### src/hw/rtl/lssm_pkg.sv
// Shared widths and the control type of the LRU sample slot manager.
`default_nettype none

package lssm_pkg;

   localparam int IDX_W   = 6;
   localparam int LEN_W   = 13;
   localparam int PRI_W   = 16;
   localparam int SLOT_W  = 2;
   localparam int STAMP_W = 16;

   // Control from the sequencer to the LRU scan unit.
   typedef struct packed {
      logic start;    // clear the accumulators before a new scan
      logic strobe;   // memory read data of one entry is present
      logic hit;      // that entry holds a resident sample
   } scan_ctl_type;

endpackage

`default_nettype wire

### src/hw/rtl/lssm_if.sv
// Valid/ready channel interfaces for play requests and their results.
`default_nettype none

interface lssm_req_if;
   import lssm_pkg::*;

   logic                    valid;
   logic                    ready;
   logic [IDX_W-1:0]        sample_index;
   logic [LEN_W-1:0]        sample_length;
   logic signed [PRI_W-1:0] priority_req;
   logic                    player_busy;

   modport source (output valid, output sample_index, output sample_length,
                   output priority_req, output player_busy, input ready);
   modport sink   (input valid, input sample_index, input sample_length,
                   input priority_req, input player_busy, output ready);
endinterface

interface lssm_rsp_if;
   import lssm_pkg::*;

   logic              valid;
   logic              ready;
   logic              accepted;
   logic              played;
   logic [SLOT_W-1:0] slot;
   logic              load_needed;
   logic              evict_valid;
   logic [IDX_W-1:0]  evicted_sample;

   modport source (output valid, output accepted, output played, output slot,
                   output load_needed, output evict_valid, output evicted_sample,
                   input ready);
   modport sink   (input valid, input accepted, input played, input slot,
                   input load_needed, input evict_valid, input evicted_sample,
                   output ready);
endinterface

`default_nettype wire

### src/hw/rtl/lssm_state_mem.sv
// Per-sample memory of buffer slot and use stamp, one read and one write port.
`default_nettype none

module lssm_state_mem #(
   parameter int DEPTH = 64,
   parameter int AW    = 6,
   parameter int DW    = 18
) (
   input  wire logic          clock,
   input  wire logic [AW-1:0] rd_addr,
   output logic      [DW-1:0] rd_data,
   input  wire logic          wr_en,
   input  wire logic [AW-1:0] wr_addr,
   input  wire logic [DW-1:0] wr_data
);

   logic [DW-1:0] mem [DEPTH];
   logic [DW-1:0] rd_data_ff;

   always_ff @(posedge clock) begin
      if (wr_en) begin
         mem[wr_addr] <= wr_data;
      end
      rd_data_ff <= mem[rd_addr];
   end

   assign rd_data = rd_data_ff;

endmodule

`default_nettype wire

### src/hw/rtl/lssm_lru_scan.sv
// Scan unit that counts resident samples and tracks the least recently used one.
`default_nettype none

module lssm_lru_scan #(
   parameter int AW = 6,
   parameter int CW = 7,
   parameter int SW = 2
) (
   input  wire logic                         clock,
   input  wire logic                         reset,
   input  wire lssm_pkg::scan_ctl_type       scan_ctl,
   input  wire logic [AW-1:0]                entry_addr,
   input  wire logic [lssm_pkg::STAMP_W-1:0] entry_stamp,
   input  wire logic [SW-1:0]                entry_slot,
   output logic      [CW-1:0]                count,
   output logic                              have,
   output logic      [AW-1:0]                victim,
   output logic      [SW-1:0]                victim_slot
);
   import lssm_pkg::*;

   logic [CW-1:0]      count_ff, count_in;
   logic               have_ff, have_in;
   logic [STAMP_W-1:0] best_ff, best_in;
   logic [AW-1:0]      victim_ff, victim_in;
   logic [SW-1:0]      vslot_ff, vslot_in;

   always_comb begin
      count_in  = count_ff;
      have_in   = have_ff;
      best_in   = best_ff;
      victim_in = victim_ff;
      vslot_in  = vslot_ff;
      if (scan_ctl.start) begin
         count_in = '0;
         have_in  = 1'b0;
      end else if (scan_ctl.strobe && scan_ctl.hit) begin
         count_in = count_ff + 1'b1;
         // Strict less-than keeps the lowest-numbered entry on equal stamps.
         if (!have_ff || (entry_stamp < best_ff)) begin
            have_in   = 1'b1;
            best_in   = entry_stamp;
            victim_in = entry_addr;
            vslot_in  = entry_slot;
         end
      end
   end

   always_ff @(posedge clock) begin
      if (reset) begin
         count_ff <= '0;
         have_ff  <= 1'b0;
      end else begin
         count_ff <= count_in;
         have_ff  <= have_in;
      end
      best_ff   <= best_in;
      victim_ff <= victim_in;
      vslot_ff  <= vslot_in;
   end

   assign count       = count_ff;
   assign have        = have_ff;
   assign victim      = victim_ff;
   assign victim_slot = vslot_ff;

endmodule

`default_nettype wire

### src/hw/rtl/lru_sample_slot_manager_top.sv
// Top level of the LRU sample slot manager: sequencer, residency bits and result register.
//
// Usage: play requests arrive as transactions on req_chan (sample number, stored
// length, priority, player busy flag). Each request yields exactly one result
// transaction on rsp_chan: acceptance, whether the sample plays, its buffer slot,
// whether it must be loaded now and which sample, if any, was evicted.
// csr_wr_en with csr_wr_data writes the enable bit; write it only while idle.
// A rejected request or a zero-length miss goes from acceptance straight to ST_DONE,
// and a resident hit passes through ST_PLAY first. A miss that needs a slot walks
// the whole per-sample memory once in ST_SCAN, one entry per cycle through its single
// read port, and then allocates in ST_ALLOC.
// The block takes one request at a time: req_chan.ready is high only when the
// sequencer is idle, so a request waits until the previous one has left ST_DONE.
// The result sits in an output register, so a new request is taken while the
// previous result still waits for rsp_chan.ready; a stalled receiver holds the
// block only when a second result is ready to be written.
// Reset clears all residency bits, the use counter and the last priority, and
// sets enable to one. The slot/stamp memory needs no clearing: an entry's data is used
// only after it has been written.
`default_nettype none

module lru_sample_slot_manager_top #(
   parameter int NUM_SAMPLES = 64,
   parameter int SLOTS       = 4
) (
   input  wire logic clock,
   input  wire logic reset,
   lssm_req_if.sink   req_chan,
   lssm_rsp_if.source rsp_chan,
   input  wire logic csr_wr_en,
   input  wire logic csr_wr_data
);
   import lssm_pkg::*;

   localparam int AW = $clog2(NUM_SAMPLES);
   localparam int CW = $clog2(NUM_SAMPLES + 1);
   localparam int SW = (SLOTS > 1) ? $clog2(SLOTS) : 1;
   localparam int DW = SW + STAMP_W;

   typedef enum logic [4:0] {
      ST_IDLE  = 5'b00001,
      ST_SCAN  = 5'b00010,
      ST_ALLOC = 5'b00100,
      ST_PLAY  = 5'b01000,
      ST_DONE  = 5'b10000
   } state_type;

   state_type state_ff, state_in;

   logic                    enable_ff, enable_in;
   logic signed [PRI_W-1:0] last_pri_ff, last_pri_in;
   logic [STAMP_W-1:0]      use_cnt_ff, use_cnt_in;
   logic [NUM_SAMPLES-1:0]  valid_ff, valid_in;
   logic [AW-1:0]           idx_ff, idx_in;
   logic [CW-1:0]           scan_cnt_ff, scan_cnt_in;
   logic                    strobe_ff, strobe_in;
   logic [AW-1:0]           strobe_addr_ff, strobe_addr_in;

   // Result staged by the sequencer, then moved into the output register.
   logic              res_acc_ff, res_acc_in;
   logic              res_play_ff, res_play_in;
   logic [SW-1:0]     res_slot_ff, res_slot_in;
   logic              res_load_ff, res_load_in;
   logic              res_ev_ff, res_ev_in;
   logic [IDX_W-1:0]  res_evs_ff, res_evs_in;

   logic              rsp_valid_ff, rsp_valid_in;
   logic              rsp_acc_ff, rsp_acc_in;
   logic              rsp_play_ff, rsp_play_in;
   logic [SLOT_W-1:0] rsp_slot_ff, rsp_slot_in;
   logic              rsp_load_ff, rsp_load_in;
   logic              rsp_ev_ff, rsp_ev_in;
   logic [IDX_W-1:0]  rsp_evs_ff, rsp_evs_in;

   // Memory and scan unit connections.
   logic [AW-1:0]      mem_rd_addr;
   logic [DW-1:0]      mem_rd_data;
   logic               mem_wr_en;
   logic [AW-1:0]      mem_wr_addr;
   logic [DW-1:0]      mem_wr_data;
   scan_ctl_type       scan_ctl;
   logic [CW-1:0]      scan_count;
   logic               scan_have;
   logic [AW-1:0]      scan_victim;
   logic [SW-1:0]      scan_vslot;

   logic               req_fire;
   logic [AW-1:0]      req_addr;
   logic               req_ok;
   logic               slots_full;
   logic [SW-1:0]      alloc_slot;

   assign req_fire = req_chan.valid && req_chan.ready;
   assign req_addr = AW'(req_chan.sample_index);

   // Enable, index range and priority test; a busy player needs at least the last priority.
   assign req_ok = enable_ff
                   && (32'(req_chan.sample_index) < NUM_SAMPLES)
                   && (!req_chan.player_busy || (req_chan.priority_req >= last_pri_ff));

   assign slots_full = (32'(scan_count) >= SLOTS) && scan_have;
   assign alloc_slot = slots_full ? scan_vslot : SW'(scan_count);

   // The memory read address follows the sequencer: the request index while idle,
   // the sweep counter while scanning.
   always_comb begin
      case (state_ff)
         ST_IDLE: mem_rd_addr = req_addr;
         ST_SCAN: mem_rd_addr = scan_cnt_ff[AW-1:0];
         default: mem_rd_addr = idx_ff;
      endcase
   end

   assign scan_ctl.start  = req_fire;
   assign scan_ctl.strobe = strobe_ff;
   assign scan_ctl.hit    = valid_ff[strobe_addr_ff];

   always_comb begin
      state_in       = state_ff;
      enable_in      = csr_wr_en ? csr_wr_data : enable_ff;
      last_pri_in    = last_pri_ff;
      use_cnt_in     = use_cnt_ff;
      valid_in       = valid_ff;
      idx_in         = idx_ff;
      scan_cnt_in    = scan_cnt_ff;
      strobe_in      = 1'b0;
      strobe_addr_in = scan_cnt_ff[AW-1:0];
      res_acc_in     = res_acc_ff;
      res_play_in    = res_play_ff;
      res_slot_in    = res_slot_ff;
      res_load_in    = res_load_ff;
      res_ev_in      = res_ev_ff;
      res_evs_in     = res_evs_ff;
      mem_wr_en      = 1'b0;
      mem_wr_addr    = idx_ff;
      mem_wr_data    = {mem_rd_data[DW-1:STAMP_W], use_cnt_ff};

      rsp_valid_in = rsp_valid_ff && !rsp_chan.ready;
      rsp_acc_in   = rsp_acc_ff;
      rsp_play_in  = rsp_play_ff;
      rsp_slot_in  = rsp_slot_ff;
      rsp_load_in  = rsp_load_ff;
      rsp_ev_in    = rsp_ev_ff;
      rsp_evs_in   = rsp_evs_ff;

      case (state_ff)
         ST_IDLE: begin
            if (req_fire) begin
               idx_in      = req_addr;
               res_acc_in  = req_ok;
               res_play_in = 1'b0;
               res_slot_in = '0;
               res_load_in = 1'b0;
               res_ev_in   = 1'b0;
               res_evs_in  = '0;
               state_in    = ST_DONE;
               if (req_ok) begin
                  last_pri_in = req_chan.priority_req;
                  if (valid_ff[req_addr]) begin
                     state_in = ST_PLAY;
                  end else if (req_chan.sample_length != '0) begin
                     scan_cnt_in = '0;
                     state_in    = ST_SCAN;
                  end
               end
            end
         end
         ST_SCAN: begin
            if (32'(scan_cnt_ff) < NUM_SAMPLES) begin
               strobe_in   = 1'b1;
               scan_cnt_in = scan_cnt_ff + 1'b1;
            end else begin
               // The last entry's data reaches the scan unit at this edge.
               state_in = ST_ALLOC;
            end
         end
         ST_ALLOC: begin
            if (slots_full) begin
               valid_in[scan_victim] = 1'b0;
               res_ev_in             = 1'b1;
               res_evs_in            = IDX_W'(scan_victim);
            end
            valid_in[idx_ff] = 1'b1;
            mem_wr_en        = 1'b1;
            mem_wr_data      = {alloc_slot, use_cnt_ff};
            use_cnt_in       = use_cnt_ff + 1'b1;
            res_play_in      = 1'b1;
            res_slot_in      = alloc_slot;
            res_load_in      = 1'b1;
            state_in         = ST_DONE;
         end
         ST_PLAY: begin
            // Resident hit: keep the stored slot, refresh the stamp.
            mem_wr_en   = 1'b1;
            use_cnt_in  = use_cnt_ff + 1'b1;
            res_play_in = 1'b1;
            res_slot_in = mem_rd_data[DW-1:STAMP_W];
            state_in    = ST_DONE;
         end
         ST_DONE: begin
            if (!rsp_valid_ff || rsp_chan.ready) begin
               rsp_valid_in = 1'b1;
               rsp_acc_in   = res_acc_ff;
               rsp_play_in  = res_play_ff;
               rsp_slot_in  = SLOT_W'(res_slot_ff);
               rsp_load_in  = res_load_ff;
               rsp_ev_in    = res_ev_ff;
               rsp_evs_in   = res_evs_ff;
               state_in     = ST_IDLE;
            end
         end
         default: begin
            state_in = ST_IDLE;
         end
      endcase
   end

   always_ff @(posedge clock) begin
      if (reset) begin
         state_ff     <= ST_IDLE;
         enable_ff    <= 1'b1;
         last_pri_ff  <= '0;
         use_cnt_ff   <= '0;
         valid_ff     <= '0;
         strobe_ff    <= 1'b0;
         scan_cnt_ff  <= '0;
         rsp_valid_ff <= 1'b0;
      end else begin
         state_ff     <= state_in;
         enable_ff    <= enable_in;
         last_pri_ff  <= last_pri_in;
         use_cnt_ff   <= use_cnt_in;
         valid_ff     <= valid_in;
         strobe_ff    <= strobe_in;
         scan_cnt_ff  <= scan_cnt_in;
         rsp_valid_ff <= rsp_valid_in;
      end
      idx_ff         <= idx_in;
      strobe_addr_ff <= strobe_addr_in;
      res_acc_ff     <= res_acc_in;
      res_play_ff    <= res_play_in;
      res_slot_ff    <= res_slot_in;
      res_load_ff    <= res_load_in;
      res_ev_ff      <= res_ev_in;
      res_evs_ff     <= res_evs_in;
      rsp_acc_ff     <= rsp_acc_in;
      rsp_play_ff    <= rsp_play_in;
      rsp_slot_ff    <= rsp_slot_in;
      rsp_load_ff    <= rsp_load_in;
      rsp_ev_ff      <= rsp_ev_in;
      rsp_evs_ff     <= rsp_evs_in;
   end

   assign req_chan.ready          = (state_ff == ST_IDLE);
   assign rsp_chan.valid          = rsp_valid_ff;
   assign rsp_chan.accepted       = rsp_acc_ff;
   assign rsp_chan.played         = rsp_play_ff;
   assign rsp_chan.slot           = rsp_slot_ff;
   assign rsp_chan.load_needed    = rsp_load_ff;
   assign rsp_chan.evict_valid    = rsp_ev_ff;
   assign rsp_chan.evicted_sample = rsp_evs_ff;

   lssm_state_mem #(
      .DEPTH (NUM_SAMPLES),
      .AW    (AW),
      .DW    (DW)
   ) u_state_mem (
      .clock   (clock),
      .rd_addr (mem_rd_addr),
      .rd_data (mem_rd_data),
      .wr_en   (mem_wr_en),
      .wr_addr (mem_wr_addr),
      .wr_data (mem_wr_data)
   );

   lssm_lru_scan #(
      .AW (AW),
      .CW (CW),
      .SW (SW)
   ) u_lru_scan (
      .clock       (clock),
      .reset       (reset),
      .scan_ctl    (scan_ctl),
      .entry_addr  (strobe_addr_ff),
      .entry_stamp (mem_rd_data[STAMP_W-1:0]),
      .entry_slot  (mem_rd_data[DW-1:STAMP_W]),
      .count       (scan_count),
      .have        (scan_have),
      .victim      (scan_victim),
      .victim_slot (scan_vslot)
   );

`ifndef ASSERT_OFF
   // Never more samples resident than there are buffer slots.
   a_slot_limit: assert property (@(posedge clock) disable iff (reset)
      $countones(valid_ff) <= SLOTS)
      else $error("more resident samples than slots");

   // A slot is only allocated for a sample that is not yet resident.
   a_alloc_miss: assert property (@(posedge clock) disable iff (reset)
      (state_ff == ST_ALLOC) |-> !valid_ff[idx_ff])
      else $error("allocation for a resident sample");

   // After allocation the requested sample is resident.
   a_alloc_sets: assert property (@(posedge clock) disable iff (reset)
      (state_ff == ST_ALLOC) |=> valid_ff[$past(idx_ff)])
      else $error("allocated sample not marked resident");

   // An eviction always comes with a load, and a load with a play.
   a_result_cons: assert property (@(posedge clock) disable iff (reset)
      rsp_valid_ff |-> ((!rsp_ev_ff || rsp_load_ff) && (!rsp_load_ff || rsp_play_ff)))
      else $error("inconsistent result flags");
`endif

endmodule

`default_nettype wire
### src/flat_wrapper.sv
// flat-port wrapper written by rule: the top's interface ports become plain ports
module lru_sample_slot_manager_top_flat import lssm_pkg::*;
#(
   parameter int NUM_SAMPLES = 64,
   parameter int SLOTS       = 4
)
  (clock, reset, csr_wr_en, csr_wr_data, req_chan_valid, req_chan_sample_index, req_chan_sample_length, req_chan_priority_req, req_chan_player_busy, req_chan_ready, rsp_chan_valid, rsp_chan_accepted, rsp_chan_played, rsp_chan_slot, rsp_chan_load_needed, rsp_chan_evict_valid, rsp_chan_evicted_sample, rsp_chan_ready);
  lssm_req_if req_chan_i ();
  lssm_rsp_if rsp_chan_i ();
  input  wire logic clock;
  input  wire logic reset;
  input  wire logic csr_wr_en;
  input  wire logic csr_wr_data;
  input wire logic [$bits(req_chan_i.valid)-1:0] req_chan_valid;
  input wire logic [$bits(req_chan_i.sample_index)-1:0] req_chan_sample_index;
  input wire logic [$bits(req_chan_i.sample_length)-1:0] req_chan_sample_length;
  input wire logic [$bits(req_chan_i.priority_req)-1:0] req_chan_priority_req;
  input wire logic [$bits(req_chan_i.player_busy)-1:0] req_chan_player_busy;
  output wire logic [$bits(req_chan_i.ready)-1:0] req_chan_ready;
  output wire logic [$bits(rsp_chan_i.valid)-1:0] rsp_chan_valid;
  output wire logic [$bits(rsp_chan_i.accepted)-1:0] rsp_chan_accepted;
  output wire logic [$bits(rsp_chan_i.played)-1:0] rsp_chan_played;
  output wire logic [$bits(rsp_chan_i.slot)-1:0] rsp_chan_slot;
  output wire logic [$bits(rsp_chan_i.load_needed)-1:0] rsp_chan_load_needed;
  output wire logic [$bits(rsp_chan_i.evict_valid)-1:0] rsp_chan_evict_valid;
  output wire logic [$bits(rsp_chan_i.evicted_sample)-1:0] rsp_chan_evicted_sample;
  input wire logic [$bits(rsp_chan_i.ready)-1:0] rsp_chan_ready;
  assign req_chan_i.valid = req_chan_valid;
  assign req_chan_i.sample_index = req_chan_sample_index;
  assign req_chan_i.sample_length = req_chan_sample_length;
  assign req_chan_i.priority_req = req_chan_priority_req;
  assign req_chan_i.player_busy = req_chan_player_busy;
  assign req_chan_ready = req_chan_i.ready;
  assign rsp_chan_valid = rsp_chan_i.valid;
  assign rsp_chan_accepted = rsp_chan_i.accepted;
  assign rsp_chan_played = rsp_chan_i.played;
  assign rsp_chan_slot = rsp_chan_i.slot;
  assign rsp_chan_load_needed = rsp_chan_i.load_needed;
  assign rsp_chan_evict_valid = rsp_chan_i.evict_valid;
  assign rsp_chan_evicted_sample = rsp_chan_i.evicted_sample;
  assign rsp_chan_i.ready = rsp_chan_ready;
  lru_sample_slot_manager_top #(.NUM_SAMPLES(NUM_SAMPLES), .SLOTS(SLOTS)) u_core (.clock(clock), .reset(reset), .req_chan(req_chan_i), .rsp_chan(rsp_chan_i), .csr_wr_en(csr_wr_en), .csr_wr_data(csr_wr_data));
endmodule
### config.mk
export PLATFORM = sky130hd
export DESIGN_NAME = lru_sample_slot_manager_top_flat
export DESIGN_NICKNAME = d
export VERILOG_FILES = /design/src/hw/rtl/lssm_pkg.sv /design/src/hw/rtl/lssm_if.sv /design/src/hw/rtl/lssm_state_mem.sv /design/src/hw/rtl/lssm_lru_scan.sv /design/src/hw/rtl/lru_sample_slot_manager_top.sv /design/src/flat_wrapper.sv
export SDC_FILE = /design/constraint.sdc
export NUM_CORES = 2
export LEC_CHECK = 0
export ABC_CLOCK_PERIOD_IN_PS = 3600
export BUFFER_PORTS_ARGS = -buffer_cell sky130_fd_sc_hd__buf_2
export CAP_MARGIN = 15
export CELL_PAD_IN_SITES_DETAIL_PLACEMENT = 1
export CELL_PAD_IN_SITES_GLOBAL_PLACEMENT = 1
export CORE_ASPECT_RATIO = 1.25
export CORE_MARGIN = 8
export CORE_UTILIZATION = 27
export DETAILED_ROUTE_END_ITERATION = 10
export MAX_ROUTING_LAYER = met4
export PLACE_DENSITY_LB_ADDON = 0.1
export SETUP_SLACK_MARGIN = 0.3
export SKIP_LAST_GASP = 1
export SYNTH_ARGS = -nofsm -noshare
export SYNTH_HDL_FRONTEND = slang
export SYNTH_SLANG_ARGS = --single-unit
### constraint.sdc
create_clock -name clock -period 3.6 [get_ports clock]
set_clock_uncertainty 0.05 [all_clocks]
set_input_delay 0.54 -clock clock [delete_from_list [all_inputs] [get_ports clock]]
set_output_delay 0.54 -clock clock [all_outputs]
set_load 0.05 [all_outputs]
==> results.yml <==
final_layout:
  fin_util: 0.341
  layout_commonest_cell: "edfxtp_1"
  drive_above_1_share: 0.373
  nNetsFinal: 3373
  seq_area_um2: 39100
  fillers: 19400
  layout_common_cells: "edfxtp_1 (1206), buf_4 (393), mux4_2 (320)"
  syn_to_final_growth_pct: 25.7
  multi_input_area_um2: 13300
floorplanning:
  row_count: 181
  initial_core_util: 0.271
  dieWidth_um: 410
  dieArea_um2: 209000
  core_area_um2: 194000
  ios: 56
  dieHeight_um: 509
place:
  place_congestion: 0.800
  dp_hpwl_um: 118000
  io_buffers: 55
drt:
  wirelength_um: 181000
  drt_iter0_markers: 2057
  viasPerCell: 4.83
  drc: 0
  ant_nets: 0
  first_pass_iters: 5
  post_drt_wl_per_cell_um: 30.2
  vias: 28900
yosys:
  syn_area_per_cell_um2: 19.5
  synth_area_um2: 52500
  synth_edf_count: 1206
  synth_fp_nets: 2769
  yosysSeqAreaShare: 0.744
  synthArstFlopShare: 0
  yosys_warnings: 0
  yosysUniqueCellTypes: 65
  syn_inst: 2692
  synth_flop_cell: "edfxtp_1"
  synth_seq_cells: 1349
setup_path:
  start_kind: "flop"
  cp_data_required_time_ns: 4.24
  critPathArrivalTime_ns: 4.39
  path_cells: "xnor2_2, or4_4, buf_6, a221o_4, buf_12, buf_12, buf_12, buf_4, mux4_2, a22oi_2, nand4_1, or2_1"
  crit_slowest_cell: "nand4_1"
  critical_path.most_common_cell: "buf_12"
  slowest_delay_ns: 0.52
  critPathMaxFanout: 8
  cp-end-kind: "flop"
  crit_type: "reg -> reg"
worst_hold_path:
  hp-class: "in -> reg"
timing:
  report.final.slew_viol_count: 0
  timing.final.crit_period_ns: 3.75
  finalCritPeriodShare: 1.04
  fin_ws_ns: -0.148
  worst_pin_slew_ns: 1.10
  setup_viol: 4
  relSlewSlack: 0.268
  final_hold_viol_count: 0
  setup_tns_ns: -0.370
  rsz0062_at_grt: "yes"
  max_freq_ghz: 0.267
grt:
  grt_start_max_net_pins: 72
  track_usage: 0.173
  grt_overflow: 0
  grt_pass1_vias: 31000
  grt_pass1_wl_um: 250000
  antenna_found_initial: 3
pwr:
  cellPowerDensity_nw_per_um2: 765
  vdd_drop_max_uv: 504
  leakage_uw: 0.0218
outcome:
  violations: "setup timing"
  status: "finished, violations left"
cts:
  numCtsBuffers: 150
  root_buffer: "clkbuf_16"
  htreeDepth: 4
  numClockSinks: 1349
  cts_tree: "yes"
  clock_latency_ns: 0.80
  cts_buffer_depth: 3
  clk_pin_slew_ns: 0.06
run:
  cap_violations: 0
==> repair_timing <==
action,4_1_cts,5_1_grt
endpoints found under the hold margin,20,0
cloned,4,12
setup buffers,34,56
gates resized for setup,103,60
hold buffers,21,0
pin swaps,50,36
endpoints found under the setup margin,42,41
==> layout make-up <==
cell class,count,share of cell area
Antenna cell,2,0.0000758
Clock buffer,194,0.0613
Clock inverter,82,0.0112
Inverter,42,0.00243
Multi-Input combinational cell,1176,0.201
Sequential cell,1349,0.592
Tap cell,2562,0.0486
Timing Repair Buffer,577,0.0831
==> critical path, delay by kind of cell, from the launching register on <==
kind | cells | cell delay [ns]
XOR/XNOR | 1 | 0.13
multiplexers | 1 | 0.33
AO/OA/AOI/OAI | 2 | 0.68
buffers and inverters | 5 | 0.75
AND/OR/NAND/NOR | 3 | 1.33
flip-flops | 1 | 0.37
==> cells in the mapped netlist (all sizes together) (2+ instances only) <==
cell	instances	area (um2)
and3b	2	17.5
and3	12	80.1
xor2	15	131
or4	2	15.0
o211ai	2	15.0
edfxtp	1206	36200
nand3	19	95.1
or2	22	138
a221oi	3	50.1
mux2i	20	200
a221o	4	41.3
mux4	326	7360
xnor2	6	52.6
nor2b	10	62.6
a211o	2	17.5
nand3b	5	37.5
a22oi	152	1140
and2	7	43.8
buf	62	430
dfxtp	143	2860
o21ai	77	385
o21a	2	15.0
nor2	138	526
or3b	4	35.0
ha	35	438
nor3	19	131
nor3b	8	70.1
nand2	111	419
inv	42	158
or3	6	37.5
a21oi	85	425
nor4	6	97.6
a21o	12	90.1
nand2b	3	18.8
a31oi	3	18.8
nand4	48	300
clkbuf	64	240
==> power by group <==
part	internal (uW)	leakage (uW)	total [uW]	switching, uW
Combinational	8910	0.00713	17800	8910
Clock	8560	0.00232	15100	6540
Sequential	17300	0.0123	17600	241
Total	34800	0.0218	50500	15700
==> per-stage QoR <==
step	total power, uW	area, um2	setup slack (ns)	hold slack, ns	instances
floorplan	25500	52500	0.359	0.315	2692
global placement	33300	59100	-0.704	0.340	5577
detailed placement	33400	59100	-0.733	0.345	5578
CTS	49900	65000	-0.194	0.00221	5913
global route	52400	66000	-0.155	0.0400	5983
finish	50500	66000	-0.148	0.0845	5984
==> path summary, 6_finish.rpt <==
check                                              start                        endpoint  slack (ns)  cells after the start
worst max-delay path                  u_core.state_ff[1]  u_core.u_state_mem.rd_data[11]       -0.15                     12
worst min-delay path            req_chan_sample_index[4]                u_core.idx_ff[4]        0.08                      1
worst max register to register        u_core.state_ff[1]  u_core.u_state_mem.rd_data[11]       -0.15                     12
worst min register to register     u_core.scan_cnt_ff[2]        u_core.strobe_addr_ff[2]        0.36                      0
==> sequential cells by signal, indices dropped and copies added, names as in the netlist, 2 cells and up <==
register,flops
u_core.u_state_mem.mem,1152
u_core.valid_ff,64
u_core.u_state_mem.rd_data,18
u_core.last_pri_ff,16
u_core.u_lru_scan.best_ff,16
u_core.use_cnt_ff,16
u_core.scan_cnt_ff,7
u_core.u_lru_scan.count,7
u_core.idx_ff,6
u_core.res_evs_ff,6
u_core.rsp_chan.evicted_sample,6
u_core.strobe_addr_ff,6
u_core.u_lru_scan.victim,6
u_core.state_ff,5
u_core.res_slot_ff,2
u_core.rsp_chan.slot,2
u_core.u_lru_scan.victim_slot,2
==> cell families after synthesis <==
family                   count (synthesis)  share of synthesized area
flip-flops                            1349                      0.744
AND/OR/NAND/NOR                        425                     0.0410
AO/OA/AOI/OAI                          348                     0.0430
multiplexers                           346                      0.144
buffers and inverters                  168                     0.0158
adder cells (fa/ha/maj)                 35                    0.00834
XOR/XNOR                                21                    0.00350
==> per-layer routing <==
| metal | share of wire | vias to the layer above | track usage |
|---|---|---|---|
| met5 | 0 | - | - |
| met4 | 0.026 | 0 | 0.0428 |
| met3 | 0.028 | 233 | 0.0224 |
| met2 | 0.52 | 529 | 0.305 |
| met1 | 0.42 | 15900 | 0.211 |
| li1 | - | 12300 | - |
Note: power is estimated with default switching activity, not from simulation.
